$ cat config.mk
export PLATFORM = sky130hd
export DESIGN_NAME = ac_ram
export DESIGN_NICKNAME = d
export VERILOG_FILES = /design/src/rtl/core/ac_ram.sv
export SDC_FILE = /design/constraint.sdc
export NUM_CORES = 2
export LEC_CHECK = 0
export BUFFER_PORTS_ARGS = -buffer_cell sky130_fd_sc_hd__buf_2
export CAP_MARGIN = 25
export CORE_ASPECT_RATIO = 1.25
export CORE_MARGIN = 1.5
export CORE_UTILIZATION = 45
export CTS_CLUSTER_DIAMETER = 200
export DETAILED_ROUTE_END_ITERATION = 16
export SYNTH_ARGS = -nofsm -noshare
export SYNTH_HDL_FRONTEND = slang
export SYNTH_SLANG_ARGS = --single-unit
$ cat constraint.sdc
create_clock -name clk -period 4.5 [get_ports clk]
set_input_delay 0.675 -clock clk [delete_from_list [all_inputs] [get_ports clk]]
set_output_delay 0.675 -clock clk [all_outputs]
set_load 0.005 [all_outputs]
$ cat src/rtl/core/ac_ram.sv
// Generic single-write, single-read RAM with registered read data.
// No dependencies.
module ac_ram #(
	parameter int WIDTH = 8,
	parameter int DEPTH = 256
) (
	input  logic                     clk,
	input  logic                     we,
	input  logic [$clog2(DEPTH)-1:0] waddr,
	input  logic [WIDTH-1:0]         wdata,
	input  logic [$clog2(DEPTH)-1:0] raddr,
	output logic [WIDTH-1:0]         rdata
);

	logic [WIDTH-1:0] mem [DEPTH];

	always_ff @(posedge clk) begin
		if (we) begin
			mem[waddr] <= wdata;
		end
		rdata <= mem[raddr];
	end

endmodule

; ---- Word-level counts from Yosys, hierarchy flattened
; Memory sizes are Yosys's and may differ from the RTL's. A register that Yosys moved wholly into a read port is not among the register bits.
; Cells that the tools add are included.
[op_classes]
muxes = 2
[ops]
columns = op, count
row1 = $mux W1, 2
[word_totals]
output_inout_bits = 8
ff_bits = 0
ram_bits = 2048
input_bits = 26
memories = 1
[mem_list]
columns = name, depth, width, rd, rd_clocked_by_memory_dff, wr, line_no
row1 = mem, 256, 8, 1, 1, 1, 15  ; logic [WIDTH-1:0] mem [DEPTH];

; ---- Longest topological paths before layout
[logic_depth]
ltp_word = 2
mapped_depth = 11

; ---- Worst setup path before layout
; OpenSTA, ideal clock, no wires.
[synth_path]
path_kind = input to register
from = in raddr[0]
to = reg rdata[2], read port of mem
t_arrival_ns = 2.482
setup_ns = 0.131
slack_ns = 1.887
stages = 9
required_ns = 4.369
path_cell_list = buf_6 buf_12 buf_8 buf_2 mux4_2 a22oi_1 a21oi_1 nor4_1 nor4_2
[synth_lines]
columns = item, line_no
row1 = start: declaration, 11  ; input logic [$clog2(DEPTH)-1:0] raddr,
row2 = end: declaration, 12  ; output logic [WIDTH-1:0] rdata

==> results.md <==
* Fraction of layout cells with a size suffix above 1 at 24.66%
* Largest net degree at the start of global routing at 141
* Cell with the most instances after synthesis: edfxtp_1
* Antenna violations before repair at 10
* DR vias/cell at 5.945
* Post-cts resize count at 0
* Sequential power share at 53.9%
* Distinct cells, synth at 55
* Synth Area per Inst at 21.31 sq um
* Final Setup Violations at 0
* Routability Congestion at 0.8232
* Post-Syn Nets at 3,759
* Top cells by area, synth: edfxtp_1 77%, mux4_2 13%, mux2i_1 1.7%, nor2_1 1.3%, a22oi_1 1.3%
* Pwr Density at 437.6 nW/um^2
* Clock Power Share at 41.1%
* Synthesized area at 79,560 sq um
* Fmax at 312.9 MHz
* Hold crit path type: in -> reg
* Crit path time final at 3.196 ns
* Sequential share of the synthesized area at 77.50%
* CTS root buf: clkbuf_16
* Switching share of power at 21.45%
* Critical path fanouts, max at 66
* Crit path kind: in -> reg
* RSZ-0062 raised after global routing: no
* Hold_sp: wdata[0]
* Actual slew at the worst max-slew pin at 1.101 ns
* Slew headroom at 26.58%
* Initial DRC Count at 3,921
* First-pass GRT wire length at 288,200 microns
* Syn Inst Count at 3,733
* NetSw at 0.008414 W
* Vias at 38,480
* H-tree depth at 4
* # DRC at 0
* DR WL/cell at 31.04 microns
* CTS tree: done
* Die X at 379.1 microns
* Status: complete, no violations
* Hold Path Sink: mem[68][0]
* Leading area contributor after synthesis: edfxtp_1
* Gr usage total at 22.62%
* Syn-to-layout area delta at 12.65%
* Grt ovf at 0
* Post-synth top area share at 77.30%
* Drt pass-1 iters at 6
* Bufs on Longest Clock Path at 3
* Yosys reg bits at 2,056
* Commonest cells in the netlist: 2,048 x edfxtp_1, 454 x mux4_2, 282 x nor2_1
* Starting density of the core at 45.30%
* DP HPWL at 126,900 microns
* WP data arrival at 3.87 ns
* Crit path capture type: register
* Post-CTS setup buffer count at 0
* Peak VDD IR at 0.3252 mV
* Rows at 172
* Max-cap violations at 0
* Die H at 473.1 microns
* Worst EP required at 5.17 ns
* Reg2reg path depth at 6
* Main synth FF type: edfxtp_1
* Vias in the first global route at 39,290
* FFs w/ async S/R, synth at 0%
* Final Cell Area at 89,620 sq um
* IO Pins at 34
* Worst Skew at 0.02795 ns
* Worst reg2reg startpoint: mem[83][5]
* Period utilization at 71.02%
* Gate power share at 5.0%
* Final Hold Viols at 0
* Flop2flop setup slack at 1.60 ns
* Clock sink count at 2,056
* Core Box Area at 175,600 sq um
* Worst-skew pair later-pin latency at 0.84 ns
* Post-CTS Hold Fix Bufs at 0
* Nets at 3,981
* Reg2Reg Capture Point: rdata[5]
* Crit start category: primary input
* Yosys warns at 0
* Clk slew on worst S/H paths at 0.06 ns
* Inserted Clock Buffers at 192
* Fin. max-slew vios at 0
* Port buffer count at 33
* Die area at 179,300 sq um
* Number of enable flip-flop cells after synthesis at 2,048
* Dpl cell area at 83,440 sq um
* Static Leak at 27.74 nW
* DRT Wirelength at 200,900 microns
* Detail Route Antenna Nets at 0
* TNS Setup at 0 ns
* Worst Hold Depth at 1
* Int Power at 0.03081 W
==> worst max-delay path by stage <==
stage	from	endpoint	slack, ns	depth (start not counted)
3_5_place_dp	raddr[0]	rdata[5]	0.46	8
2_1_floorplan	raddr[0]	rdata[2]	1.89	9
3_3_place_gp	raddr[0]	rdata[4]	0.22	9
4_1_cts	raddr[0]	rdata[5]	1.35	8
6_report	raddr[1]	rdata[5]	1.30	8
5_1_grt	raddr[0]	rdata[5]	1.26	8
==> power groups by stage <==
stage	sequential, W	clock, W	combinational [W]
finish	0.0211	0.0161	0.00196
global route	0.0211	0.0170	0.00207
detailed placement	0.0216	0	0.00198
global placement	0.0216	0	0.00196
CTS	0.0211	0.0163	0.00199
floorplan	0.0215	0	0.00103
==> final cells by class <==
type	instances	area, sq um
fill	13970	85990
clock buffer	237	5079
inverter	2	7.507
tap	2349	2939
antenna	4	10.01
clock inverter	122	1095
timing repair buffer	261	2333
multi-input combinational	1442	16500
sequential	2056	61660
==> logic make-up (layout without fill, tap and decap cells) <==
group	count (synthesis)	after routing	share of synthesized area, %
buffers and inverters	235	622	1.831
and+or+nand+nor	466	466	2.628
other	0	4	0
DFF	2056	2056	77.50
muxes	591	591	14.62
AOI/OAI and AO/OA	385	385	3.419
==> registers in the layout (all words and copies together), names as in the netlist <==
signal / flops
rdata: 8
mem: 2048
==> metal layers <==
metal  routed length (microns)  vias to the layer above  global-route usage [%]
met5                        17                        -                       0
met4                      6332                        4                   7.415
met3                     12870                      292                   3.574
met2                    100900                     1394                   37.52
met1                     80810                    20670                   30.64
li1                          -                    16130                       -
==> placed cells by master, fill, tap and decap left out, drive strengths merged, types with 5 or more instances in the layout <==
master / count
a21oi: 96
bufinv: 17
a2111oi: 5
nor4: 27
nor2b: 31
a211oi: 16
o21ai: 12
edfxtp: 2048
mux4: 456
a22o: 8
clkinv: 93
o221ai: 47
buf: 260
nand2b: 8
o211ai: 10
nand3: 34
dfxtp: 8
a221oi: 14
o32ai: 5
o22a: 5
and2: 6
inv: 10
o22ai: 28
clkbuf: 238
nor3: 22
mux2i: 134
nor2: 282
a22oi: 133
nand2: 33
nand4: 10
==> per-stage QoR <==
step	util (%)	hold WS, ns	cells	power [W]	setup slack, ns
final	51.04	0.2044	6473	0.03922	1.304
after global routing	51.03	0.1900	6472	0.04021	1.259
after CTS	51.03	0.1572	6469	0.03944	1.352
after detailed placement	47.51	0.9730	6110	0.02354	0.4646
after global placement	47.49	0.9545	6105	0.02351	0.2193
after floorplan	-	0.7699	3733	0.02256	1.887
==> worst max-delay path, stage by stage <==
cell and delay, ns:
buf_8 0.46, buf_4 0.37, mux4_2 0.32, a22o_1 0.24, a221oi_1 0.48, o32ai_1 0.29
nor3_1 0.76, nor4_1 0.14
No activity file was read; power rests on OpenSTA's default activity.
